==> config.mk <==
export PLATFORM = sky130hd
export DESIGN_NAME = lru_frame_replacement
export DESIGN_NICKNAME = d
export VERILOG_FILES = /design/src/rtl/core/lruf_pkg.sv /design/src/rtl/core/lruf_datapath.sv /design/src/rtl/core/lruf_controller.sv /design/src/rtl/core/lru_frame_replacement.sv
export SDC_FILE = /design/constraint.sdc
export NUM_CORES = 1
export LEC_CHECK = 0
export BUFFER_PORTS_ARGS = -buffer_cell sky130_fd_sc_hd__buf_2
export CORE_MARGIN = 4
export CORE_UTILIZATION = 65
export DETAILED_ROUTE_END_ITERATION = 7
export GPL_ROUTABILITY_DRIVEN = 0
export HOLD_SLACK_MARGIN = 0.05
export PLACE_DENSITY = 0.81
export SLEW_MARGIN = 20
export SYNTH_ARGS = -nofsm -noshare
export SYNTH_HDL_FRONTEND = slang
export SYNTH_SLANG_ARGS = --single-unit
==> constraint.sdc <==
create_clock -name clk -period 4.4 [get_ports clk]
set_input_delay 0.22 -clock clk [delete_from_list [all_inputs] [get_ports clk]]
set_output_delay 0.22 -clock clk [all_outputs]
set_load 0.01 [all_outputs]
==> src/rtl/core/lruf_pkg.sv <==
package lruf_pkg;

  localparam int FRAMES    = 8;
  localparam int PAGE_BITS = 8;
  localparam int IDX_W     = (FRAMES > 1) ? $clog2(FRAMES) : 1;
  localparam int RANK_W    = IDX_W;
  localparam int CNT_W     = $clog2(FRAMES + 1);
  localparam int CFG_W     = 4;
  localparam int SLOT_W    = 3;
  localparam int FAULT_W   = 16;
  localparam logic [FAULT_W-1:0] FAULT_MAX = {FAULT_W{1'b1}};

  typedef enum logic [1:0] {
    ST_IDLE,
    ST_SCAN,
    ST_COMMIT
  } state_t;

  typedef struct packed {
    logic start;
    logic scan_step;
    logic commit;
  } dp_cmd_t;

  typedef struct packed {
    logic scan_last;
  } dp_status_t;

endpackage

==> src/rtl/core/lruf_datapath.sv <==
module lruf_datapath (
  input  logic                         clk,
  input  logic                         rst,
  input  logic                         cfg_write_en,
  input  logic [lruf_pkg::CFG_W-1:0]   cfg_write_data,
  input  logic                         load_page,
  input  logic [lruf_pkg::PAGE_BITS-1:0] page,
  input  lruf_pkg::dp_cmd_t            cmd,
  output lruf_pkg::dp_status_t         status,
  output logic                         hit,
  output logic [lruf_pkg::SLOT_W-1:0]  frame_slot,
  output logic                         victim_valid,
  output logic [lruf_pkg::PAGE_BITS-1:0] victim_page,
  output logic [lruf_pkg::FAULT_W-1:0] fault_total
);
  import lruf_pkg::*;

  logic [CFG_W-1:0]     frames_in_use;
  logic [PAGE_BITS-1:0] frame_page [FRAMES];
  logic [FRAMES-1:0]    frame_valid;
  logic [RANK_W-1:0]    recency_rank [FRAMES];
  logic [FAULT_W-1:0]   fault_count;

  logic [PAGE_BITS-1:0] page_q;
  logic [IDX_W-1:0]     idx;
  logic                 hit_found;
  logic [IDX_W-1:0]     hit_slot;
  logic [RANK_W-1:0]    hit_rank;
  logic                 empty_found;
  logic [IDX_W-1:0]     empty_slot;
  logic [IDX_W-1:0]     old_slot;
  logic [RANK_W-1:0]    old_rank;
  logic [PAGE_BITS-1:0] old_page;

  logic [31:0]          raw32;
  logic [CNT_W-1:0]     n_eff;
  logic                 cur_valid;
  logic [PAGE_BITS-1:0] cur_page;
  logic [RANK_W-1:0]    cur_rank;
  logic [IDX_W-1:0]     slot;
  logic                 was_valid;
  logic [RANK_W-1:0]    ref_rank;
  logic                 evict;
  logic [FAULT_W-1:0]   fault_next;
  logic [31:0]          slot32;

  assign raw32 = 32'(frames_in_use);
  assign n_eff = (raw32 == 32'd0) ? CNT_W'(1) :
                 (raw32 > 32'(FRAMES)) ? CNT_W'(FRAMES) : CNT_W'(raw32);
  assign status.scan_last = (32'(idx) + 32'd1) == 32'(n_eff);

  assign cur_valid = frame_valid[idx];
  assign cur_page  = frame_page[idx];
  assign cur_rank  = recency_rank[idx];

  assign slot      = hit_found ? hit_slot : (empty_found ? empty_slot : old_slot);
  assign was_valid = hit_found || !empty_found;
  assign ref_rank  = hit_found ? hit_rank : old_rank;
  assign evict     = !hit_found && !empty_found;
  assign fault_next = (!hit_found && fault_count != FAULT_MAX) ?
                      fault_count + FAULT_W'(1) : fault_count;
  assign slot32    = 32'(slot);

  always_ff @(posedge clk) begin
    if (rst) begin
      frames_in_use <= CFG_W'(FRAMES);
    end else if (cfg_write_en) begin
      frames_in_use <= cfg_write_data;
    end
  end

  always_ff @(posedge clk) begin
    if (load_page) begin
      page_q <= page;
    end
  end

  // scan one frame per cycle
  always_ff @(posedge clk) begin
    if (rst) begin
      idx         <= '0;
      hit_found   <= 1'b0;
      empty_found <= 1'b0;
    end else if (cmd.start) begin
      idx         <= '0;
      hit_found   <= 1'b0;
      empty_found <= 1'b0;
    end else if (cmd.scan_step) begin
      idx <= idx + IDX_W'(1);
      if (!hit_found && cur_valid && cur_page == page_q) begin
        hit_found <= 1'b1;
      end
      if (!empty_found && !cur_valid) begin
        empty_found <= 1'b1;
      end
    end
  end

  always_ff @(posedge clk) begin
    if (cmd.scan_step) begin
      if (!hit_found && cur_valid && cur_page == page_q) begin
        hit_slot <= idx;
        hit_rank <= cur_rank;
      end
      if (!empty_found && !cur_valid) begin
        empty_slot <= idx;
      end
      if (idx == '0 || cur_rank > old_rank) begin
        old_slot <= idx;
        old_rank <= cur_rank;
        old_page <= cur_page;
      end
    end
  end

  // update recency, contents and fault count
  always_ff @(posedge clk) begin
    if (rst) begin
      frame_valid <= '0;
      fault_count <= '0;
      for (int j = 0; j < FRAMES; j++) begin
        recency_rank[j] <= '0;
      end
    end else if (cmd.commit) begin
      frame_valid[slot] <= 1'b1;
      fault_count       <= fault_next;
      for (int j = 0; j < FRAMES; j++) begin
        if (IDX_W'(j) == slot) begin
          recency_rank[j] <= '0;
        end else if (frame_valid[j] && (!was_valid || recency_rank[j] < ref_rank)) begin
          recency_rank[j] <= recency_rank[j] + RANK_W'(1);
        end
      end
    end
  end

  always_ff @(posedge clk) begin
    if (cmd.commit && !hit_found) begin
      frame_page[slot] <= page_q;
    end
  end

  always_ff @(posedge clk) begin
    if (cmd.commit) begin
      hit          <= hit_found;
      frame_slot   <= slot32[SLOT_W-1:0];
      victim_valid <= evict;
      victim_page  <= evict ? old_page : '0;
      fault_total  <= fault_next;
    end
  end

`ifndef NO_ASSERTIONS
  a_fault_hold_on_hit: assert property (@(posedge clk) disable iff (rst)
    cmd.commit && hit_found |=> fault_count == $past(fault_count))
    else $error("fault count changed on a hit");

  a_slot_valid_after_commit: assert property (@(posedge clk) disable iff (rst)
    cmd.commit |=> frame_valid[$past(slot)])
    else $error("frame not valid after commit");

  a_scan_in_range: assert property (@(posedge clk) disable iff (rst)
    cmd.scan_step |-> 32'(idx) < 32'(n_eff))
    else $error("scan index beyond frames in use");
`endif

endmodule

==> src/rtl/core/lruf_controller.sv <==
module lruf_controller (
  input  logic                 clk,
  input  logic                 rst,
  input  logic                 in_valid,
  output logic                 in_ready,
  output logic                 out_valid,
  input  logic                 out_ready,
  output logic                 load_page,
  output lruf_pkg::dp_cmd_t    cmd,
  input  lruf_pkg::dp_status_t status
);
  import lruf_pkg::*;

  state_t state;
  state_t state_next;
  logic   out_free;

  assign out_free = !out_valid || out_ready;

  always_ff @(posedge clk) begin
    if (rst) begin
      state <= ST_IDLE;
    end else begin
      state <= state_next;
    end
  end

  always_comb begin
    state_next = state;
    case (state)
      ST_IDLE: begin
        if (in_valid) begin
          state_next = ST_SCAN;
        end
      end
      ST_SCAN: begin
        if (status.scan_last) begin
          state_next = ST_COMMIT;
        end
      end
      ST_COMMIT: begin
        if (out_free) begin
          state_next = ST_IDLE;
        end
      end
      default: state_next = ST_IDLE;
    endcase
  end

  always_comb begin
    in_ready      = 1'b0;
    load_page     = 1'b0;
    cmd.start     = 1'b0;
    cmd.scan_step = 1'b0;
    cmd.commit    = 1'b0;
    case (state)
      ST_IDLE: begin
        in_ready  = 1'b1;
        load_page = in_valid;
        cmd.start = in_valid;
      end
      ST_SCAN: begin
        cmd.scan_step = 1'b1;
      end
      ST_COMMIT: begin
        cmd.commit = out_free;
      end
      default: begin
      end
    endcase
  end

  always_ff @(posedge clk) begin
    if (rst) begin
      out_valid <= 1'b0;
    end else if (cmd.commit) begin
      out_valid <= 1'b1;
    end else if (out_ready) begin
      out_valid <= 1'b0;
    end
  end

`ifndef NO_ASSERTIONS
  a_commit_needs_room: assert property (@(posedge clk) disable iff (rst)
    cmd.commit |-> out_free)
    else $error("result overwritten before transaction");

  a_accept_starts_scan: assert property (@(posedge clk) disable iff (rst)
    in_valid && in_ready |=> state == ST_SCAN)
    else $error("accepted transaction did not start a scan");

  a_last_goes_commit: assert property (@(posedge clk) disable iff (rst)
    state == ST_SCAN && status.scan_last |=> state == ST_COMMIT)
    else $error("scan did not end in commit");

  a_commit_sets_valid: assert property (@(posedge clk) disable iff (rst)
    cmd.commit |=> out_valid)
    else $error("result not presented after commit");
`endif

endmodule

==> src/rtl/core/lru_frame_replacement.sv <==
// LRU frame replacement: each page reference is checked against the frames in
// use (frames_in_use, clamped to 1..8), hits refresh recency, misses fill the
// lowest empty frame or evict the least recently used one and bump a
// saturating fault count. Each reference is accepted, then checked against
// the frame table in a serial scan of the frames in use, and finally committed,
// which updates the table and loads the result register. A
// new reference is taken while the previous result still waits on out_ready;
// its commit waits until that result has gone.
module lru_frame_replacement (
  input  logic                            clk,
  input  logic                            rst,
  input  logic                            cfg_write_en,
  input  logic [lruf_pkg::CFG_W-1:0]      cfg_write_data,
  input  logic                            in_valid,
  output logic                            in_ready,
  input  logic [lruf_pkg::PAGE_BITS-1:0]  page,
  output logic                            out_valid,
  input  logic                            out_ready,
  output logic                            hit,
  output logic [lruf_pkg::SLOT_W-1:0]     frame_slot,
  output logic                            victim_valid,
  output logic [lruf_pkg::PAGE_BITS-1:0]  victim_page,
  output logic [lruf_pkg::FAULT_W-1:0]    fault_total
);
  import lruf_pkg::*;

  dp_cmd_t    cmd;
  dp_status_t status;
  logic       load_page;

  lruf_controller u_ctrl (
    .clk       (clk),
    .rst       (rst),
    .in_valid  (in_valid),
    .in_ready  (in_ready),
    .out_valid (out_valid),
    .out_ready (out_ready),
    .load_page (load_page),
    .cmd       (cmd),
    .status    (status)
  );

  lruf_datapath u_dp (
    .clk            (clk),
    .rst            (rst),
    .cfg_write_en   (cfg_write_en),
    .cfg_write_data (cfg_write_data),
    .load_page      (load_page),
    .page           (page),
    .cmd            (cmd),
    .status         (status),
    .hit            (hit),
    .frame_slot     (frame_slot),
    .victim_valid   (victim_valid),
    .victim_page    (victim_page),
    .fault_total    (fault_total)
  );

endmodule

### Word level (Yosys, flattened, before mapping)

Memory sizes are Yosys's and may differ from the RTL's. A register that Yosys moved wholly into a read port is not among the register bits.
Index checks and enable logic that the tools add are counted.

* register bits after elaboration: 96
* RAM bits: 88
* bits of input ports: 17
* output and inout port bits: 31
* memories: 2

* add/sub/neg operators: 11
* $lt $le $gt $ge: 13
* equality and inequality tests: 15
* mux-type cells: 116
* bitwise logic cells: 17
* reduce and logical (&&, ||, !) cells: 41

Memories
* u_dp.frame_page: words 8, bits a word 8, rd ports 1, clocked after Yosys merged registers in 1, write ports 1, line lruf_datapath.sv:19 `logic [PAGE_BITS-1:0] frame_page [FRAMES];`
* u_dp.recency_rank: words 8, bits a word 3, rd ports 9, clocked after Yosys merged registers in 1, write ports 8, line lruf_datapath.sv:21 `logic [RANK_W-1:0] recency_rank [FRAMES];`

Operators with widths (number)
* 1-bit 2-to-1 mux: 84
* 3-bit 2-to-1 mux: 23
* 32-bit by 4-bit == test with 1-bit output: 1
* 32-bit logical NOT: 1
* 3-bit by 1-bit adder with 3-bit output (second input constant): 9
* 3-bit less-than comparator: 8
* 16-bit by 1-bit adder with 16-bit output (second input constant): 1
* 16-bit 2-to-1 mux: 1
* 16-bit inequality test (second input constant): 1
* 1-bit OR: 16
* 1-bit logical AND: 15
* 3-bit == test (first input constant): 4
* 1-bit logical OR: 11
* 8-bit == test: 1
* 3-bit by 4-bit less-than comparator with 1-bit output (second input constant): 2
* 4-bit 2-to-1 mux: 2
* 8-bit OR: 1
* 2-bit by 3-bit == test with 1-bit output (first input constant): 2
* 3-bit logical NOT: 2
* 2-bit 2-to-1 mux: 3
* 2-bit one-hot mux with 3 select lines: 1
* 2-bit AND reduction: 3
* 1-bit logical NOT: 5
* 3-bit by 1-bit adder with 4-bit output (second input constant): 1
* 14 further kinds: 15

### Depth between registers and ports, before layout

Gate-level depths: netlist of the first run.

* depth after elaboration: 11
* depth in mapped cells: 10
* gate-level depth less buffers: 8

### Cells and area by module

Synthesis of the first run repeated with hierarchy kept, for this count alone.

* cells, all modules: 604
* area, all modules: 8429.3 µm²

Modules (own cells, without submodules)
* lruf_datapath: times used 1, cells an instance 587, area an instance 8272.9 µm²
* lruf_controller: times used 1, cells an instance 17, area an instance 156.4 µm²

### Worst setup path after synthesis of the first run

Ideal clock, no wire load.

* path kind: register to register
* from: register u_dp.hit_found
* to: memory u_dp.recency_rank[3][0] in the netlist's numbering (enable)
* library setup time: 0.326 ns
* arrival time: 2.645 ns
* slack: 1.429 ns
* cell stages (with the launch flop): 11
* cell sequence: dfxtp_1 -> clkbuf_1 -> buf_2 -> buf_1 -> mux2i_1 -> ha_1 -> o21a_1 -> o21a_1 -> o21ai_0 -> a22oi_1 -> o21bai_1

RTL lines
* start: declaration: line lruf_datapath.sv:26 `logic hit_found;`
* start signal: assignment: line lruf_datapath.sv:82 `hit_found <= 1'b0;`
* start signal: assignment: line lruf_datapath.sv:86 `hit_found <= 1'b0;`
* start signal: assignment: line lruf_datapath.sv:91 `hit_found <= 1'b1;`
* end: declaration: line lruf_datapath.sv:21

==> impl_results.md, run 1 <==
* Status: completed
* Ys async rst share at 0
* Layout cell share with drive strength beyond 1 at 0.157
* Top Usage Layer GRT: met2
* Yosys warns at 0
* CP max FO at 26
* Clock tree buffer depth at 2
* Max Fclk at slightly above 300 MHz
* Kind of critical path: reg2reg
* Ant diodes at 0
* Global Route met2 Usage at 0.407
* Worst hold start: cfg_write_en
* Final #Nets at approximately 760
* Final hold viol count at 0
* CTS Buf Count at 17
* Area grow syn2layout at 12.2%
* Routing usage on met1 at 0.327
* Skew final at between 9 and 10 ps
* Hold slack at 97.2 ps
* Largest net degree at the start of global routing at 43
* Critical Path Start Type: register
* Worst-Margin Slew at 1050 ps
* Initial DRC Count at 682
* Worst hold path class: in2reg
* Vias/cell at 6.11
* Area contributors post-synth: edfxtp_1, dfxtp_1, ha_1, mux2i_1, nor2_1
* Yosys cell types at 54
* HPWL Detailed at between 10000 and 15000 µm
* Max H-tree Level at 4
* R2R cell count at 6
* Fin. max-slew vios at 0
* Chip height at roughly 120 µm
* Final Cycle Share at 0.748
* GRT Overall Usage at 0.249
* WP data required at ~4500 ps
* Sink Count at 187
* Yosys top cell by area: edfxtp_1
* Die ar. at 14900 µm²
* Final setup fails at 0
* Syn_area_per_cell at 13.1 µm²
* Power Density at 382 nW/µm²
* Die Wd at 122 µm
* Clk pin slew, worst setup/hold paths at ~70 ps
* Register area share after synthesis at 0.616
* RSZ-0062 raised after global routing: no
* Remaining antenna violation count at 0
* First-pass GRT wire length at 27900 µm
* Routed WL per cell at 19.3 µm
* Root Driver: clkbuf_16
* DR pass1 iterations at 6
* Setup slack, reg-to-reg at 1110 ps
* Post-synthesis instance total at 647
* Setup Buffers After CTS at 0
* Initial antenna violation count at 0
* PortBufs at 47
* #FFs+latches synth at 187
* Hold EP: u_dp.frames_in_use[3]
* Rel. slew slack at 0.294
* Worst EP arrival at 3420 ps
* Worst skew pair latency at between 400 and 500 ps
* Vias in the first global route at approximately 5300
* Synthesized Nets at 694
* Met3 Use GR at 0.0474
* Reg-to-reg endpoint: u_dp.recency_rank[2][1]
* GRT overflow at 0
* Pre-CTS setup slack at approximately 1100 ps
* Final wirelength at about 17000 µm
* Num rows at 41
* Setup ws final at 1110 ps
* Post-synth top flop: edfxtp_1
* Vias at 5462
* Post-Syn Area at 8480 µm²
* CTS tree: yes
* RR Startpoint: u_dp.hit_found
* Starting Density at 0.669
* EDFF count, synth at 148
* Leakage power at 3.38 nW
* # IOs at between 40 and 50
* Max Cap Viol at 0
* Post-route minimum period at 3290 ps
* Critical path endpoint category: register
* Setup TNS at 0 ps
* Peak supply drop at about 0.28 mV
* Drc violations at 0
* Post-synth top area share at 0.524
* Hold-critical path depth at 2
* Core Area at around 13000 µm²
==> layout make-up <==
type	instances	area, µm²
fill	767	3160
clock inverter	13	115
inverter	26	97.6
sequential	187	5230
multi-input combinational	408	3000
timing repair buffer	69	430
clock buffer	19	433
tap	172	215
==> report_power, final <==
part           switching [W]  internal (W)
Sequential         0.0000359       0.00194
Clock               0.000654      0.000784
Combinational       0.000125     0.0000942
Total               0.000815       0.00282
==> placed cells by master, fill, tap and decap left out, types with 4 or more instances in the layout <==
cell,count
o21a_1,20
clkbuf_16,17
o2111ai_1,7
o21ai_0,11
dfxtp_1,39
xnor2_1,19
a21oi_1,18
buf_4,10
mux2_2,10
nand3b_1,6
edfxtp_1,148
o21bai_1,5
mux2i_1,33
nor2b_1,14
xor2_1,22
nand4_1,8
and3_1,4
ha_1,30
nand3_1,13
buf_2,47
inv_6,4
and2_1,11
inv_1,25
dlygate4sd3_1,12
nor3_1,6
nand2_1,29
nor2_1,77
nand2b_1,13
a22oi_1,4
a22o_1,5
mux4_2,11
==> cells in the mapped netlist, drive strengths merged (14+ instances only) <==
library cell / count
buf: 15
nor2: 77
nand2: 29
xor2: 22
xnor2: 19
edfxtp: 148
o21a: 20
nor2b: 14
mux2i: 33
a21oi: 19
ha: 30
dfxtp: 39
inv: 26
==> state kept, by name, indices dropped and copies added (netlist names), 4 cells and up, named ones only <==
name / flops
u_dp.victim_page: 8
u_dp.frame_valid: 8
u_dp.recency_rank: 24
u_dp.page_q: 8
u_dp.old_page: 8
u_dp.frame_page: 64
u_dp.frames_in_use: 4
u_dp.fault_total: 16
u_dp.fault_count: 16
==> worst max-delay path, cell delays in order (launching register included) <==
cell and delay, ps:
dfxtp_1 930, mux2i_1 900, ha_1 380, o21a_1 110, o21ai_0 180, o2111ai_1 230
nand3b_1 260
==> repair_timing <==
action	in CTS	in global routing
hold endpoints to repair	12	0
hold buffers	12	0
gates resized for setup	0	0
==> worst max-delay path by stage <==
| stage | from | endpoint | slack (ps) |
|---|---|---|---|
| detailed placement | register | u_dp.old_page[1] | 1140 |
| global placement | register | u_dp.old_page[0] | 1180 |
| global route | u_dp.hit_found | u_dp.recency_rank[2][1] | 890 |
| finish | u_dp.hit_found | u_dp.recency_rank[2][1] | 1110 |
| CTS | u_dp.hit_found | u_dp.recency_rank[2][1] | 1160 |
| floorplan | u_dp.hit_found | u_dp.recency_rank[3][0] | 1430 |
==> cells by family after synthesis <==
kind of cell,count (synthesis),share of synthesized area
mux,54,0.0815
buf+inv,52,0.0301
fa+ha+maj,30,0.0443
flops,187,0.616
simple gates,192,0.110
compound gates,91,0.0754
xor+xnor,41,0.0424
==> stage by stage <==
step / utilization / total power (W) / area [µm²] / cells
after CTS: 0.751 / 0.00364 / 9510 / 894
after global placement: 0.698 / 0.00221 / 8840 / 850
after global routing: 0.751 / 0.00375 / 9510 / 894
after floorplan: - / 0.00215 / 8480 / 647
after detailed placement: 0.698 / 0.00222 / 8840 / 850
final: 0.751 / 0.00364 / 9510 / 894
==> per-layer routing <==
metal / wire (µm) / vias up
met5: 0 / -
met2: 8450 / 272
met1: 7040 / 2647
met4: 480 / 0
met3: 1280 / 43
li1: - / 2500
Power figures use the tool's default switching activity.
==> run 2: changes to the inputs <==
Settings changed: ABC_AREA set to 1, CORE_UTILIZATION 65 to 61, PLACE_DENSITY 0.81 to 0.77.
Clock period 4.4 ns to 3.1 ns, I/O delays scaled along.
==> run 2 against run 1 <==
- clock power up 53%
- fmax up 20%
- final area up 4.9%
- utilization down 3.5 points
- critical path type unchanged
- highest routed layer unchanged
==> impl_results.md, run 2 <==
* Status: completed
* Vias at 6500 (+19%)
* Chip height at 128 µm (+4.4%)
* Drc violations at 0 (unchanged)
* Max Fclk at 366 MHz (+20%)
* Hold EP: u_ctrl.state[0]
* Core Area at 13900 µm² (+10%)
* Power Density at 543 nW/µm² (+42%)
* Remaining antenna violation count at 0 (unchanged)
* Final setup fails at 0 (unchanged)
* Reg-to-reg endpoint: u_dp.old_page[2]
* Clk pin slew, worst setup/hold paths at 70 ps (about the same)
* Non-Filler Instances at 1175 (+31%)
* Reg with most FFs: u_dp.frame_page
* Setup TNS at 0 ps (unchanged)
* RSZ-0062 raised after global routing: no
* Crit-path cells: inv_2 -> a21oi_1 -> o21ai_0 -> nand2_1 -> inv_1 -> o21ai_0 -> inv_1 -> ha_1 -> o21ai_0 -> nand2_1 -> a21oi_1 -> buf_4
* Yosys cell types at 38 (-30%)
* Die ar. at 16300 µm² (+9.1%)
* #FFs+latches synth at 187 (unchanged)
* Setup Buffers After CTS at 0 (unchanged)
* Placed insts at 1126 (+32%)
* Syn_area_per_cell at 9.64 µm² (-26%)
* Synthesized Nets at 953 (+37%)
* Leakage power at 4.30 nW (+27%)
* Vias in the first global route at 6197 (+16%)
* Starting Density at 0.627 (-0.0424)
* Most instantiated cells after synthesis: nand2_1, edfxtp_1, inv_1
* Sink Count at 187 (unchanged)
* Ys async rst share at 0 (unchanged)
* Skew final at 8.14 ps (-1.16 ps)
* Die Wd at 128 µm (+4.4%)
* Hold slack at 77.0 ps (-20.1 ps)
* Worst hold path class: in2reg
* WP data required at 3220 ps (-1310 ps)
* Crit-path max cell delay at 590 ps (-340 ps)
* R2R cell count at 12 (+6)
* Post-CTS resize count at 0 (unchanged)
* Pre-CTS setup slack at 504 ps (-639 ps)
* Met3 Use GR at 0.0426 (-0.00471)
* Global Route met2 Usage at 0.386 (-0.0202)
* Worst EP arrival at 2860 ps (-560 ps)
* PortBufs at 47 (unchanged)
* CTS tree: yes
* Worst hold start: in_valid
* Initial antenna violation count at 0 (unchanged)
* Yosys warns at 0 (unchanged)
* Final #Nets at 1029 (+36%)
* Root Driver: clkbuf_16
* Final core occ at 0.716 (-0.0349)
* DR pass1 iterations at 5 (-1)
* # IOs at 48 (unchanged)
* Setup slack, reg-to-reg at 370 ps (-740 ps)
* Largest net degree at the start of global routing at 30 (-30%)
* GRT Overall Usage at 0.242 (-0.00726)
* Routed WL per cell at 16.2 µm (-16%)
* Most frequent cell after synthesis: nand2_1
* Most frequent cells in the layout: nand2_1, edfxtp_1, inv_1
* Area contributors post-synth: edfxtp_1, dfxtp_1, nand2_1, inv_1, nor2_1
* CP dominant cell by count: o21ai_0
* # fillers at 1010 (+32%)
* CTS Buf Count at 17 (unchanged)
* Critical Path Start Type: register
* Clock tree buffer depth at 2 (unchanged)
* Post-route minimum period at 2730 ps (-557 ps)
* Commonest non-fill, non-tap cell in the layout: nand2_1
* Register area share after synthesis at 0.598 (-0.0179)
* Top flop regs: u_dp.frame_page x64, u_dp.recency_rank x24
* Kind of critical path: reg2reg
* Peak supply drop at 0.361 mV (+30%)
* EDFF count, synth at 148 (unchanged)
* Final hold viol count at 0 (unchanged)
* Hold-critical path depth at 3 (+1)
* Area grow syn2layout at 14.3%
* CP max FO at 14 (-46%)
* Vias/cell at 5.53 (-9.5%)
* Rel. slew slack at 0.478 (+0.184)
* Num rows at 43 (+4.9%)
* Critical path endpoint category: register
* Max Cap Viol at 0 (unchanged)
* Slowest CP cell: dfxtp_1
* Worst-Margin Slew at 777 ps (-277 ps)
* First-pass GRT wire length at 30600 µm (+9.7%)
* Largest register FFs at 64 (unchanged)
* Setup ws final at 365 ps (-743 ps)
* Yosys top cell by area: edfxtp_1
* Ant diodes at 0 (unchanged)
* Routing usage on met1 at 0.333 (+0.00653)
* Initial DRC Count at 587 (-14%)
* Final wirelength at 19000 µm (+10%)
* Worst skew pair latency at 430 ps (about the same)
* Fin. max-slew vios at 0 (unchanged)
* Top Usage Layer GRT: met2
* Post-synth top area share at 0.509 (-0.0153)
* Post-synth top flop: edfxtp_1
* Post-synthesis instance total at 906 (+40%)
* Max H-tree Level at 4 (unchanged)
* HPWL Detailed at 12800 µm (+11%)
* Post-Syn Area at 8730 µm² (+3.0%)
* Layout cell share with drive strength beyond 1 at 0.118 (-0.0389)
* GRT overflow at 0 (unchanged)
* Final Cycle Share at 0.882 (+0.134)
## run 2: what timing repair did
item | 4_1_cts | 5_1_grt
hold endpoints to repair | 13 | 0
hold buffers | 17 | 0
endpoints found under the setup margin | 0 | 0
## run 2: cell families (layout without fill, tap and decap cells)
logic type | count (synthesis) | count (layout) | synth area share
compound gates | 106 | 106 | 0.0622
xor+xnor | 25 | 25 | 0.0259
fa+ha+maj | 30 | 30 | 0.0430
buf+inv | 158 | 247 | 0.0731
flops | 187 | 187 | 0.598
simple gates | 400 | 400 | 0.197
## run 2: power by group
group	switching (W)	internal, W	leakage, nW	total [W]
Combinational	0.000259	0.000142	2.32	0.000401
Clock	0.000927	0.00127	0.282	0.00220
Sequential	0.0000531	0.00276	1.69	0.00282
## run 2: final cells by class
| class | count | area, µm² | area share |
|---|---|---|---|
| Inverter | 128 | 483 | 0.0484 |
| Tap cell | 180 | 225 | 0.0226 |
| Sequential cell | 187 | 5230 | 0.524 |
| Clock buffer | 18 | 429 | 0.0430 |
| Clock inverter | 14 | 168 | 0.0168 |
| Multi-Input combinational cell | 561 | 2870 | 0.287 |
| Timing Repair Buffer | 87 | 578 | 0.0579 |
## run 2: critical path, delay by kind of cell (launching register included)
| kind | cells | cell delay [ps] |
|---|---|---|
| buffers and inverters | 4 | 570 |
| DFF | 1 | 590 |
| adders and majority gates | 1 | 210 |
| AOI/OAI and AO/OA | 5 | 890 |
| and+or+nand+nor | 2 | 150 |
## run 2: worst max-delay path by stage
| stage | depth (start not counted) | to | slack, ps |
|---|---|---|---|
| 2_1_floorplan | 12 | u_dp.old_page[0] | 230 |
| 3_3_place_gp | 8 | u_dp.recency_rank[7][2] | 510 |
| 3_5_place_dp | 12 | u_dp.old_page[3] | 500 |
| 4_1_cts | 12 | u_dp.old_page[3] | 400 |
| 5_1_grt | 12 | u_dp.old_page[3] | 140 |
| 6_report | 12 | u_dp.old_page[2] | 370 |
## run 2: per-layer routing
layer / routed length, µm / vias up
li1: - / 3156
met1: 8050 / 3028
met2: 9040 / 284
met3: 1480 / 32
met4: 399 / 0
met5: 0 / -
## run 2: stage by stage
| step | power [W] | instance area, µm² |
|---|---|---|
| after floorplan | 0.00313 | 8730 |
| after global placement | 0.00323 | 9210 |
| after detailed placement | 0.00325 | 9210 |
| after CTS | 0.00543 | 9980 |
| after global routing | 0.00559 | 9980 |
| final | 0.00542 | 9980 |
